===== config.mk =====
export PLATFORM = sky130hd
export DESIGN_NAME = csg_queue
export DESIGN_NICKNAME = d
export VERILOG_FILES = /design/src/design/csg_pkg.sv /design/src/design/csg_queue.sv
export SDC_FILE = /design/constraint.sdc
export NUM_CORES = 1
export LEC_CHECK = 0
export BUFFER_PORTS_ARGS = -buffer_cell sky130_fd_sc_hd__buf_2
export CAP_MARGIN = 20
export CORE_MARGIN = 3
export CORE_UTILIZATION = 51
export DETAILED_ROUTE_END_ITERATION = 12
export PLACE_DENSITY_LB_ADDON = 0.25
export SETUP_SLACK_MARGIN = 0.5
export SLEW_MARGIN = 20
export SYNTH_ARGS = -nofsm -noshare
export SYNTH_HDL_FRONTEND = slang
export SYNTH_SLANG_ARGS = --single-unit

===== constraint.sdc =====
create_clock -name clk -period 3.6 [get_ports clk]
set_input_delay 0.72 -clock clk [delete_from_list [all_inputs] [get_ports clk]]
set_output_delay 0.72 -clock clk [all_outputs]
set_load 0.1 [all_outputs]

===== src/design/csg_pkg.sv =====
// shared types and constants of the cross sharpen and gamma block
package csg_pkg;

	localparam int COL_W        = 11;
	localparam int ROW_W        = 12;
	localparam int WIDTH_REG_W  = 12;
	localparam int HEIGHT_REG_W = 13;
	localparam int CFG_DATA_W   = 13;
	localparam int REG_IDX_W    = 1;
	localparam int IN_DATA_W    = 24;
	localparam int OUT_DATA_W   = 48;
	localparam int QUEUE_AW     = 2;
	localparam int EMIT_N       = 4;

	localparam logic [REG_IDX_W-1:0] REG_IMAGE_WIDTH  = 1'b0;
	localparam logic [REG_IDX_W-1:0] REG_IMAGE_HEIGHT = 1'b1;

	// pending results of one pixel, lowest bit released first
	localparam int EMIT_UP_LEFT   = 0;
	localparam int EMIT_UP_END    = 1;
	localparam int EMIT_LAST_LEFT = 2;
	localparam int EMIT_LAST_END  = 3;

	typedef struct packed {
		logic [7:0] blue;
		logic [7:0] green;
		logic [7:0] red;
	} pix_t;

	typedef struct packed {
		pix_t             upper;
		pix_t             mid;
		pix_t             low;
		logic [COL_W-1:0] col;
		logic [ROW_W-1:0] row;
		logic             col_nz;
		logic             row_nz;
		logic             row_end;
		logic             last_row;
	} job_t;

endpackage


===== src/design/csg_queue.sv =====
// short job queue between front and back ends
module csg_queue
	import csg_pkg::*;
(
	input  logic clk,
	input  logic arst_n,
	input  logic push,
	input  job_t push_data,
	output logic full,
	input  logic pop,
	output job_t pop_data,
	output logic empty
);

	localparam int DEPTH = 2 ** QUEUE_AW;

	job_t              slot_q [DEPTH];
	logic [QUEUE_AW:0] wr_ptr_q;
	logic [QUEUE_AW:0] rd_ptr_q;

	assign empty    = wr_ptr_q == rd_ptr_q;
	assign full     = (wr_ptr_q[QUEUE_AW] != rd_ptr_q[QUEUE_AW]) &&
	                  (wr_ptr_q[QUEUE_AW-1:0] == rd_ptr_q[QUEUE_AW-1:0]);
	assign pop_data = slot_q[rd_ptr_q[QUEUE_AW-1:0]];

	always_ff @(posedge clk or negedge arst_n) begin
		if (!arst_n) begin
			wr_ptr_q <= '0;
			rd_ptr_q <= '0;
		end else begin
			if (push)
				wr_ptr_q <= wr_ptr_q + (QUEUE_AW + 1)'(1);
			if (pop)
				rd_ptr_q <= rd_ptr_q + (QUEUE_AW + 1)'(1);
		end
	end

	always_ff @(posedge clk) begin
		if (push)
			slot_q[wr_ptr_q[QUEUE_AW-1:0]] <= push_data;
	end

`ifndef NO_ASSERTIONS
	a_no_push_full: assert property (@(posedge clk) disable iff (!arst_n)
		full |-> !push)
		else $error("push into full queue");

	a_no_pop_empty: assert property (@(posedge clk) disable iff (!arst_n)
		empty |-> !pop)
		else $error("pop from empty queue");
`endif

endmodule


==> metrics.txt <==
largest net degree at the start of global routing=45; hpwl dp=16800 um; Antenna diodes=0; worst path arrival time=2.19 ns; WP buf/inv=2; r2r startpoint=wr_ptr_q[0]$_DFFE_PN0P_; Final nets=904; top-count cell post-synth=edfxtp_1; critical path capture point type=output port; Synth area leaders=edfxtp_1, mux4_2, dfrtp_1; RSZ-0062 raised after global routing=no; first-pass GRT wire length=42100 um; DR WL/cell=22.4 um; CTS H-tree depth=2; antenna violations before repair=4; CTS tree=built; DIE HEIGHT=175 um; maximum clock rate=343 MHz; Initial Util=0.522; Total GRT Usage=0.180; Yosys top cell area share=0.813; Reg2Reg Depth=4; post-synthesis area per instance=26.8 um2; Initial DRT Pass Iterations=5; # port buffers=203; Setup CP Type=reg -> out; Hold Vio Cnt, Final=0; worst setup path end=pop_data[98]; hold crit path type=in -> async; cell class contributing the biggest share of worst-path delay=buffers and inverters; crit path launch type=flip-flop; number of synthesis warnings=0; Die Wd=175 um; P&R area growth vs syn=19.9%; critical path cell sequence=buf_12 > mux4_2 > buf_2; Tmin final=2.91 ns; Post-synth EDFFs=396; Worst Skew=0.00541 ns; Post-synth top flop=edfxtp_1; Post-CTS Setup Bufs=6; post-synthesis cell area=14600 um2; CP peak stage delay=0.55 ns; clk sink count=402; RR Endpoint=slot_q[2][54]$_DFFE_PP_; setup violators final=0; # DRC=0; worst endpoint required time=2.88 ns; final WL=27000 um; Clk Tree Root Cell=clkbuf_16; # hold bufs at CTS=0; Worst-Margin Slew=0.749 ns; Avg Vias per Cell=5.48; Overflow after GRT=0; DRT iter0 DRCs=423; flop2flop setup slack=1.52 ns; vias=6599; vias in the first global route=7231; routability cong.=0.701; I/O pins=204; Setup TNS=0 ns; max_cap viols=0; max-slew violations=0; proportion of layout cells with a drive suffix above 1=0.473; CP max FO=22; commonest cells in the netlist=edfxtp_1, mux4_2, buf_2, buf_6, dfrtp_1; die area=30800 um2; Gate Count Post-Synth=547; Setup crit start=rd_ptr_q[0]$_DFFE_PN0P_; area of the core=28000 um2; post-synthesis cell type count=16; period utilisation layout=0.809; asr flop ratio synth=0.0149; final antenna-violating net count=0; Post-Syn Nets=655; Max clock buf depth=3; Synth area leader=edfxtp_1; post-CTS sizing=0; relative slew slack=0.501; Slowest cell on crit path=dfrtp_4; status=completed; Clock Latency Late Sink=0.51 ns; #FFs+latches synth=402; Site Rows=61; Reg clk slew, reported paths=0.06 ns; Critical Path Stages=3; total CTS buffers=40; post-synthesis sequential area ratio=0.823
[per-layer routing]
metal  up-vias  part of all wire  routed length [um]  global-route usage
met5         -            0.0016                  42                   0
met4         8             0.016                 444              0.0412
met3        43             0.082                2230              0.0551
met2       231              0.51               13800               0.305
met1      3446              0.39               10500               0.233
li1       2871                 -                   -                   -
[metrics by stage]
stage | instance area [um2] | worst slack, ns | std cells | util | hold slack, ns
floorplan | 14600 | 0.848 | 547 | - | 0.424
global placement | 16200 | 0.835 | 1126 | 0.580 | 0.477
detailed placement | 16200 | 0.807 | 1126 | 0.580 | 0.490
CTS | 17500 | 0.635 | 1204 | 0.627 | 0.0154
global route | 17500 | 0.587 | 1204 | 0.627 | 0.0227
finish | 17500 | 0.688 | 1204 | 0.627 | 0.0421
[placed cells by master, fill, tap and decap left out, drive strengths merged]
| cell type | instances |
|---|---|
| mux2 | 1 |
| clkinv | 17 |
| nor3b | 1 |
| dfrtp | 6 |
| nand2 | 2 |
| mux4 | 99 |
| o21ai | 1 |
| and2 | 4 |
| xor2 | 5 |
| bufinv | 3 |
| clkinvlp | 1 |
| clkbuf | 51 |
| buf | 229 |
| inv | 2 |
| nor3 | 1 |
| xnor2 | 2 |
| ha | 5 |
| edfxtp | 396 |
[area by class of cell]
cell class | count | area (um2)
clock buffers | 51 | 1060
clock inverters | 21 | 173
fillers | 1914 | 10500
inverters | 2 | 7.51
multi-input cells | 121 | 2430
flip-flops and latches | 402 | 12000
well taps | 378 | 473
repair buffers | 229 | 1350
[worst min-delay path by stage]
stage / startpoint / to / slack (ns)
floorplan: arst_n / rd_ptr_q[0]$_DFFE_PN0P_ / 0.42
global placement: wr_ptr_q[2]$_DFFE_PN0P_ / wr_ptr_q[2]$_DFFE_PN0P_ / 0.48
detailed placement: rd_ptr_q[2]$_DFFE_PN0P_ / rd_ptr_q[2]$_DFFE_PN0P_ / 0.49
CTS: arst_n / wr_ptr_q[2]$_DFFE_PN0P_ / 0.02
global route: arst_n / rd_ptr_q[1]$_DFFE_PN0P_ / 0.02
finish: arst_n / wr_ptr_q[2]$_DFFE_PN0P_ / 0.04
[registers in the layout (all words and copies together) (netlist names)]
signal,count
rd_ptr_q,3
slot_q,396
wr_ptr_q,3
[cells by family (layout without fill, tap and decap cells)]
kind of cell,count (synthesis),after routing,share of synthesized area
compound gates,1,1,0.000342
xor+xnor,7,7,0.00419
fa+ha+maj,5,5,0.00427
mux,100,100,0.153
simple gates,8,8,0.00308
flops,402,402,0.823
buf+inv,24,303,0.0121
Power is not shown: default switching activity piles up to over one toggle a cycle in this logic, so the estimate is an artifact.
