### src/design/csg_pkg.sv
// shared types and constants of the cross sharpen and gamma block
package csg_pkg;

	localparam int COL_W        = 11;
	localparam int ROW_W        = 12;
	localparam int WIDTH_REG_W  = 12;
	localparam int HEIGHT_REG_W = 13;
	localparam int CFG_DATA_W   = 13;
	localparam int REG_IDX_W    = 1;
	localparam int IN_DATA_W    = 24;
	localparam int OUT_DATA_W   = 48;
	localparam int QUEUE_AW     = 2;
	localparam int EMIT_N       = 4;

	localparam logic [REG_IDX_W-1:0] REG_IMAGE_WIDTH  = 1'b0;
	localparam logic [REG_IDX_W-1:0] REG_IMAGE_HEIGHT = 1'b1;

	// pending results of one pixel, lowest bit released first
	localparam int EMIT_UP_LEFT   = 0;
	localparam int EMIT_UP_END    = 1;
	localparam int EMIT_LAST_LEFT = 2;
	localparam int EMIT_LAST_END  = 3;

	typedef struct packed {
		logic [7:0] blue;
		logic [7:0] green;
		logic [7:0] red;
	} pix_t;

	typedef struct packed {
		pix_t             upper;
		pix_t             mid;
		pix_t             low;
		logic [COL_W-1:0] col;
		logic [ROW_W-1:0] row;
		logic             col_nz;
		logic             row_nz;
		logic             row_end;
		logic             last_row;
	} job_t;

endpackage

### src/design/csg_back.sv
// back end: column window, result sequencing, sharpen, gamma curve, output register
module csg_back
	import csg_pkg::*;
(
	input  logic                  clk,
	input  logic                  arst_n,
	input  job_t                  q_job,
	input  logic                  q_empty,
	output logic                  q_pop,
	output logic                  m_tvalid,
	input  logic                  m_tready,
	output logic [OUT_DATA_W-1:0] m_tdata,
	output logic                  m_tlast
);

	function automatic logic [2047:0] build_gamma();
		logic [2047:0]   rom;
		longint unsigned p;
		longint unsigned t;
		longint unsigned q;
		logic [7:0]      n;
		logic [7:0]      cand;
		rom = '0;
		for (int i = 0; i < 256; i++) begin
			p = 64'(i);
			p = p * p * p * p * p * p;
			n = '0;
			for (int b = 7; b >= 0; b--) begin
				cand = n | 8'(1 << b);
				t    = 64'(cand);
				q    = t * t * t * t * t * 64'(255);
				if (q <= p)
					n = cand;
			end
			rom[i*8 +: 8] = n;
		end
		return rom;
	endfunction

	localparam logic [2047:0] GAMMA_ROM = build_gamma();

	function automatic logic [7:0] sharpen_ch(input logic [7:0] c, input logic [7:0] l,
		input logic [7:0] r, input logic [7:0] u, input logic [7:0] d);
		logic [9:0] sum;
		logic [9:0] twice;
		logic [9:0] quarter;
		logic [9:0] diff;
		logic [7:0] res;
		sum     = 10'(l) + 10'(r) + 10'(u) + 10'(d);
		twice   = {1'b0, c, 1'b0};
		quarter = {2'b00, sum[9:2]};
		diff    = twice - quarter;
		if (twice < quarter)
			res = '0;
		else if (diff > 10'd255)
			res = 8'd255;
		else
			res = diff[7:0];
		return res;
	endfunction

	function automatic pix_t sharpen_pix(input pix_t c, input pix_t l, input pix_t r,
		input pix_t u, input pix_t d);
		pix_t o;
		o.red   = sharpen_ch(c.red, l.red, r.red, u.red, d.red);
		o.green = sharpen_ch(c.green, l.green, r.green, u.green, d.green);
		o.blue  = sharpen_ch(c.blue, l.blue, r.blue, u.blue, d.blue);
		return o;
	endfunction

	function automatic logic [7:0] gamma_ch(input logic [7:0] v);
		return GAMMA_ROM[{v, 3'b000} +: 8];
	endfunction

	function automatic logic [EMIT_N-1:0] emit_mask(input job_t j);
		logic [EMIT_N-1:0] m;
		m                 = '0;
		m[EMIT_UP_LEFT]   = j.row_nz && j.col_nz;
		m[EMIT_UP_END]    = j.row_nz && j.row_end;
		m[EMIT_LAST_LEFT] = j.last_row && j.col_nz;
		m[EMIT_LAST_END]  = j.last_row && j.row_end;
		return m;
	endfunction

	logic [EMIT_N-1:0] mask_q;
	job_t              cur_q;
	job_t              p1_q;
	job_t              p2_q;

	logic             vld_s1;
	pix_t             pix_s1;
	logic [COL_W-1:0] col_s1;
	logic [ROW_W-1:0] row_s1;
	logic             last_s1;

	logic             vld_s2;
	pix_t             pix_s2;
	logic [COL_W-1:0] col_s2;
	logic [ROW_W-1:0] row_s2;
	logic             last_s2;

	logic              s2_ready;
	logic              s1_ready;
	logic              issue;
	logic [EMIT_N-1:0] pick;
	logic [EMIT_N-1:0] rem;
	logic              is_last;
	logic              is_end;
	pix_t              ctr_cur, ctr_p1, ctr_p2;
	pix_t              up_cur, up_p1, dn_cur, dn_p1;
	pix_t              op_c, op_l, op_r, op_u, op_d;
	logic [COL_W-1:0]  op_col;
	logic [ROW_W-1:0]  op_row;

	assign s2_ready = !vld_s2 || m_tready;
	assign s1_ready = !vld_s1 || s2_ready;
	assign issue    = (mask_q != '0) && s1_ready;
	assign pick     = mask_q & (~mask_q + EMIT_N'(1));
	assign rem      = issue ? (mask_q & ~pick) : mask_q;
	assign q_pop    = !q_empty && (rem == '0);
	assign is_last  = pick[EMIT_LAST_LEFT] || pick[EMIT_LAST_END];
	assign is_end   = pick[EMIT_UP_END] || pick[EMIT_LAST_END];

	// row above the current one uses mid as centre, the last row uses low
	always_comb begin
		ctr_cur = is_last ? cur_q.low : cur_q.mid;
		ctr_p1  = is_last ? p1_q.low : p1_q.mid;
		ctr_p2  = is_last ? p2_q.low : p2_q.mid;
		up_cur  = is_last ? (cur_q.row_nz ? cur_q.mid : cur_q.low) : cur_q.upper;
		up_p1   = is_last ? (p1_q.row_nz ? p1_q.mid : p1_q.low) : p1_q.upper;
		dn_cur  = cur_q.low;
		dn_p1   = p1_q.low;
		if (is_end) begin
			op_c   = ctr_cur;
			op_r   = ctr_cur;
			op_l   = cur_q.col_nz ? ctr_p1 : ctr_cur;
			op_u   = up_cur;
			op_d   = dn_cur;
			op_col = cur_q.col;
		end else begin
			op_c   = ctr_p1;
			op_r   = ctr_cur;
			op_l   = p1_q.col_nz ? ctr_p2 : ctr_p1;
			op_u   = up_p1;
			op_d   = dn_p1;
			op_col = cur_q.col - COL_W'(1);
		end
		op_row = is_last ? cur_q.row : cur_q.row - ROW_W'(1);
	end

	always_ff @(posedge clk or negedge arst_n) begin
		if (!arst_n)
			mask_q <= '0;
		else if (q_pop)
			mask_q <= emit_mask(q_job);
		else
			mask_q <= rem;
	end

	always_ff @(posedge clk) begin
		if (q_pop) begin
			cur_q <= q_job;
			p1_q  <= cur_q;
			p2_q  <= p1_q;
		end
	end

	always_ff @(posedge clk or negedge arst_n) begin
		if (!arst_n) begin
			vld_s1 <= 1'b0;
			vld_s2 <= 1'b0;
		end else begin
			if (s1_ready)
				vld_s1 <= issue;
			if (s2_ready)
				vld_s2 <= vld_s1;
		end
	end

	always_ff @(posedge clk) begin
		if (issue) begin
			pix_s1  <= sharpen_pix(op_c, op_l, op_r, op_u, op_d);
			col_s1  <= op_col;
			row_s1  <= op_row;
			last_s1 <= is_last && is_end;
		end
		if (s2_ready && vld_s1) begin
			pix_s2.red   <= gamma_ch(pix_s1.red);
			pix_s2.green <= gamma_ch(pix_s1.green);
			pix_s2.blue  <= gamma_ch(pix_s1.blue);
			col_s2       <= col_s1;
			row_s2       <= row_s1;
			last_s2      <= last_s1;
		end
	end

	assign m_tvalid = vld_s2;
	assign m_tdata  = {1'b0, row_s2, col_s2, pix_s2};
	assign m_tlast  = last_s2;

`ifndef NO_ASSERTIONS
	a_s1_held: assert property (@(posedge clk) disable iff (!arst_n)
		(vld_s1 && !s2_ready) |=> (vld_s1 && $stable(pix_s1) && $stable(col_s1)))
		else $error("stalled result changed");
`endif

endmodule

### config.mk
export PLATFORM = sky130hd
export DESIGN_NAME = csg_back
export DESIGN_NICKNAME = d
export VERILOG_FILES = /design/src/design/csg_pkg.sv /design/src/design/csg_back.sv
export SDC_FILE = /design/constraint.sdc
export NUM_CORES = 1
export LEC_CHECK = 0
export ABC_AREA = 0
export BUFFER_PORTS_ARGS = -buffer_cell sky130_fd_sc_hd__buf_2
export CAP_MARGIN = 20
export CORE_ASPECT_RATIO = 0.9
export CORE_MARGIN = 1.5
export CORE_UTILIZATION = 38
export CTS_CLUSTER_DIAMETER = 150
export CTS_CLUSTER_SIZE = 16
export DETAILED_ROUTE_END_ITERATION = 12
export GPL_ROUTABILITY_DRIVEN = 0
export PLACE_DENSITY = 0.65
export SYNTH_ARGS = -nofsm -noshare
export SYNTH_HDL_FRONTEND = slang
export SYNTH_SLANG_ARGS = --single-unit
### constraint.sdc
create_clock -name clk -period 34.1 [get_ports clk]
set_clock_uncertainty 0.2 [all_clocks]
set_input_delay 3.41 -clock clk [delete_from_list [all_inputs] [get_ports clk]]
set_output_delay 3.41 -clock clk [all_outputs]
set_load 0.03 [all_outputs]
==> impl_metrics.yaml, run 1 <==
outcome:
  status: "completed"
global_route:
  overflow: 0
  grt_max_degree: 160
  antenna_found_initial: 0
  grt_usage_pct: 17.86
  grt_pass1_vias: 15780
  grt_first_pass_wirelength_mm: 85.04
floorplanning:
  core_um2: 55710
  start_util_pct: 38.51
  io_pins: 154
  rows: 82
  dieArea_um2: 57900
  die_w_um: 253.5
  die_height_um: 228.4
final_layout:
  n_antenna_cell: 0
  nFillCells: 5299
  nets: 2369
  area.growth.synth_to_final_pct: 9.546
  regArea_um2: 9609
  drive_gt1_share_pct: 11.64
  finalInstanceArea_um2: 23510
  multi_input_area_um2: 10940
yosys:
  syn_nets: 2318
  syn_area_um2: 21460
  synth-seq-cells: 321
  syn_avg_cell_area_um2: 10.33
  netlist_instances: 2078
  synth_area_leaders: "edfxtp_1, mux2i_1, ha_1"
  synth_flop_cell: "edfxtp_1"
  synth_top_area_share_pct: 44.08
  synth_warnings: 0
  seq_area_frac_synth_pct: 44.78
  synth_largest_area_cell: "edfxtp_1"
  synth-edff-count: 315
  ys_async_sr_fraction_pct: 1.869
  synth.distinct_cells: 74
critical_path:
  crit_end: "q_pop"
  reg2reg_slack_ns: 27.14
  cp-startpoint: "m_tready"
  path_class: "in2out"
  cp-start-kind: "primary input"
  crit_path_end_kind: "primary output"
  critPathMaxFanout: 8
  r2r_end: "pix_s1[12]"
  crit_arrival_ns: 5.04
  r2r-start: "mask_q[1]"
  worstRegToRegCells: 23
  required_ns: 30.49
timing:
  rsz0062_at_grt: "false"
  hold_viol: 0
  setup_viol: 0
  period_minus_slack_ns: 8.646
  final-max-slew-violation-count: 0
  clock.fmax_mhz: 115.7
  period_share_pct: 25.35
  worstMarginPinSlew_ns: 1.039
  tns_ns: 0
  slew_headroom_pct: 30.75
cts:
  worstSkewPairLatency_ns: 0.58
  clock_sinks: 321
  ctsResizeCount: 0
  cts_made_buffers: 24
  clock-root-buffer: "clkbuf_16"
  tritoncts: "built"
  clk_path_buf_depth: 3
  cts_hold_buf: 0
  post_cts_buffers: 0
  path_clk_slew_ns: 0.07
  h-tree-depth: 1
routing:
  avgViaCountPerCell: 5.710
  drt-total-wl_mm: 53.16
  ant_nets: 0
  drtIter0Drc: 1669
  dr.pass1.iters: 6
  wl_per_cell_um: 18.31
  vias: 16580
  drcViolationCount: 0
placed_design:
  dp_hpwl_mm: 35.35
  portBuffers: 152
  placed_area_um2: 22780
hold_path:
  min_from: "col_s1[6]"
  hold_path_class: "reg2reg"
job:
  cap_viol_max_count: 0
-- flip-flops by register name (all words and copies together), names as in the netlist, 4 cells and up --
name	flops
row_s2	12
pix_s1	24
p2_q	48
dn_p1	24
col_s2	11
row_s1	12
col_s1	11
cur_q	97
m_tdata	24
mask_q	4
p1_q	50
-- worst min-delay path by stage --
stage | to | depth (start not counted)
after floorplan | col_s2[0] | 0
after global placement | col_s2[10] | 0
after detailed placement | col_s2[6] | 0
after CTS | col_s2[6] | 0
after global routing | col_s2[6] | 0
final | col_s2[6] | 0
-- placed cells by master, fill, tap and decap left out, types with 34 or more instances in the layout --
cell	n
buf_2	152
inv_1	79
a211oi_1	56
fa_1	51
ha_1	86
nor2_1	105
o211ai_1	34
nor2b_1	62
mux2i_1	139
nand2_1	244
edfxtp_1	315
o21ai_0	104
a21oi_1	196
-- Yosys cell counts, types with 11 or more instances --
cell         n
mux2_2      15
nor2_1     105
xnor2_1     32
inv_1       79
o211ai_1    34
xor2_1      24
mux4_2      11
ha_1        86
buf_1       23
nand3_1     30
o2111ai_1   11
a21oi_1    197
a21o_1      26
a311oi_1    13
nor2b_1     62
mux2i_1    139
a31oi_1     32
nand2_1    244
o21ai_0    104
nor3_1      27
fa_1        51
o221ai_1    13
o311ai_0    14
buf_2       33
nand2b_1    24
a211oi_1    56
o31ai_1     13
clkbuf_1    91
edfxtp_1   315
-- layout make-up --
type / count / share of cell area [%]
Sequential cell: 321 / 40.88
Multi-Input combinational cell: 1520 / 46.56
Inverter: 85 / 1.357
Timing Repair Buffer: 177 / 4.088
Clock inverter: 3 / 0.2662
Tap cell: 756 / 4.024
Clock buffer: 41 / 2.827
-- logic make-up after synthesis --
kind of cell    share of synthesized area [%]
compound gates                          18.36
xor+xnor                                2.286
fa+ha+maj                               9.913
buf+inv                                 4.461
flops                                   44.78
mux                                     8.426
other cells                           0.01748
simple gates                            11.75
-- per-stage QoR --
| step | cells | worst slack, ns | hold WS, ns | util [%] |
|---|---|---|---|---|
| after global routing | 2903 | 25.36 | 0.2254 | 42.19 |
| after floorplan | 2078 | 3.634 | 0.2003 | - |
| after detailed placement | 2859 | 25.48 | 0.2045 | 40.89 |
| after CTS | 2903 | 25.47 | 0.2210 | 42.19 |
| final | 2903 | 25.45 | 0.2197 | 42.19 |
| after global placement | 2859 | 25.46 | 0.2031 | 40.89 |
-- layer usage --
metal | up-vias | part of all wire [%] | global-route usage, %
met4 | 0 | 2.5 | 4.828
met1 | 8015 | 46 | 25.90
met5 | - | 0 | 0
li1 | 7824 | - | -
met3 | 75 | 6.0 | 2.004
met2 | 662 | 45 | 28.21
-- worst max-delay path, stage by stage --
cell and delay, ns:
buf_2 0.08, and3b_1 0.26, a21oi_1 0.18, nor2_1 0.06
o41ai_2 0.71, buf_2 0.34
Power of run 1 is left out: the tool's default activity adds up to more than one toggle a clock period on the data nets, which glitch-free logic cannot reach.
==> run 2: changes to the inputs <==
==> constraint.sdc (replaced) <==
create_clock -name clk -period 8.7 [get_ports clk]
set_clock_uncertainty 0.2 [all_clocks]
set_input_delay 0.87 -clock clk [delete_from_list [all_inputs] [get_ports clk]]
set_output_delay 0.87 -clock clk [all_outputs]
set_load 0.03 [all_outputs]
==> impl_metrics.yaml, run 2 (synthesized netlist as in run 1, its figures left out) <==
timing:
  period_minus_slack_ns: 6.796
  timing.final.ws_setup_ns: 1.904
  tns_ns: 0
  rsz0062_at_grt: "false"
  slew_headroom_pct: 30.10
  clock.fmax_mhz: 147.1
  hold_viol: 0
  setup_viol: 0
  final-max-slew-violation-count: 0
  period_share_pct: 78.11
  worstMarginPinSlew_ns: 1.049
floorplanning:
  die_w_um: 253.5
  core_um2: 55710
  start_util_pct: 38.51
  dieArea_um2: 57900
  io_pins: 154
  rows: 82
  die_height_um: 228.4
global_route:
  overflow: 0
  grt_first_pass_wirelength_mm: 85.16
  antenna_found_initial: 1
  grt_usage_pct: 17.87
  grt_max_degree: 163
  grt_pass1_vias: 15750
critical_path:
  slowest_stage: "o21a_4"
  critPathMaxFanout: 60
  crit_arrival_ns: 6.89
  crit_path_end_kind: "register"
  critPathMaxStageDelay_ns: 0.79
  path_class: "reg2reg"
  crit_buf_inv: 2
  required_ns: 8.80
  crit_chain: "nor2_1 -> o21a_4 -> buf_4 -> mux2i_1 -> mux2_2 -> o21ai_0 -> fa_1 -> inv_1 -> fa_1 -> nor3b_1 -> fa_1 -> a21o_1 -> a21oi_1 -> o21bai_1 -> a21oi_1 -> xor2_1 -> ha_1 -> a21o_1 -> a31oi_1 -> o21ai_0 -> nor2_1 -> o21ai_0"
  cp-start-kind: "register"
  crit_family: "compound AO/OA/AOI/OAI gates"
cts:
  h-tree-depth: 1
  cts_hold_buf: 1
  post_cts_buffers: 0
  worstSkewPairLatency_ns: 0.57
  clk_path_buf_depth: 3
  path_clk_slew_ns: 0.07
  tritoncts: "built"
  clock_sinks: 321
  ctsResizeCount: 0
  clock-root-buffer: "clkbuf_16"
  cts_made_buffers: 24
final_layout:
  finalInstanceArea_um2: 23510
  layout_commonest_cell: "edfxtp_1"
  final-instance-count-excl-fill: 2899
  regMostFlops: "cur_q"
  drive_gt1_share_pct: 11.72
  layout_common_cells: "edfxtp_1, nand2_1, a21oi_1"
  area.growth.synth_to_final_pct: 9.557
  nets: 2371
  largestRegisters: "cur_q (97), p1_q (50), p2_q (48)"
  largest_reg_flops: 97
placed_design:
  post-place-ws_ns: 1.921
  placed_area_um2: 22820
  portBuffers: 152
  place_inst: 2860
  dp_hpwl_mm: 35.69
routing:
  avgViaCountPerCell: 5.709
  ant_nets: 0
  drcViolationCount: 0
  drt-total-wl_mm: 53.19
  highest_layer: "met4"
  drt-met1-wl_mm: 24.11
  drtIter0Drc: 1475
  wl_met2_mm: 24.43
  dr.pass1.iters: 6
  vias: 16550
  wl_per_cell_um: 18.35
  dr_wl_met3_mm: 3.429
hold_path:
  hold_path_class: "reg2reg"
outcome:
  status: "completed"
job:
  cap_viol_max_count: 0
==> run 2: layer usage <==
metal / vias up / GRT usage [%]
met1: 8018 / 25.56
li1: 7831 / -
met3: 76 / 2.597
met2: 625 / 28.38
met5: - / 0
met4: 0 / 4.454
==> run 2: area by class of cell <==
class / instances / area, um^2
clock buffers: 34 / 638.1
repair buffers: 179 / 1003
fillers: 5309 / 32200
multi-input cells: 1520 / 10950
inverters: 85 / 319.1
well taps: 756 / 945.9
flip-flops and latches: 321 / 9609
diodes: 1 / 2.502
clock inverters: 3 / 35.03
==> run 2: stage by stage <==
step	utilization, %	hold slack, ns
after floorplan	-	0.2003
after global placement	40.96	0.2026
after detailed placement	40.96	0.2045
after CTS	42.19	0.2215
after global routing	42.20	0.2286
final	42.20	0.2207
==> run 2: worst register-to-register path, stage by stage, from the launching register on <==
cell and delay [ns]:
dfrtp_1 0.52, nor2_1 0.30, o21a_4 0.79, buf_4 0.49
mux2i_1 0.11, mux2_2 0.27, o21ai_0 0.24, fa_1 0.21
inv_1 0.05, fa_1 0.52, nor3b_1 0.07, fa_1 0.47
a21o_1 0.19, a21oi_1 0.21, o21bai_1 0.09, a21oi_1 0.22
xor2_1 0.17, ha_1 0.31, a21o_1 0.22, a31oi_1 0.21
o21ai_0 0.19, nor2_1 0.33, o21ai_0 0.16
==> run 2: worst paths after layout <==
path / startpoint / to / slack, ns / cells after the start
worst max-delay path: mask_q[1] / pix_s1[6] / 1.90 / 22
worst min-delay path: col_s1[1] / col_s2[1] / 0.22 / 0
worst max register to register: mask_q[1] / pix_s1[6] / 1.90 / 22
worst min register to register: col_s1[1] / col_s2[1] / 0.22 / 0
max in group asynchronous: arst_n / vld_s1 / 7.70 / 2
min in group asynchronous: arst_n / mask_q[0] / 0.46 / 2
Power of run 2 is left out for the same reason.
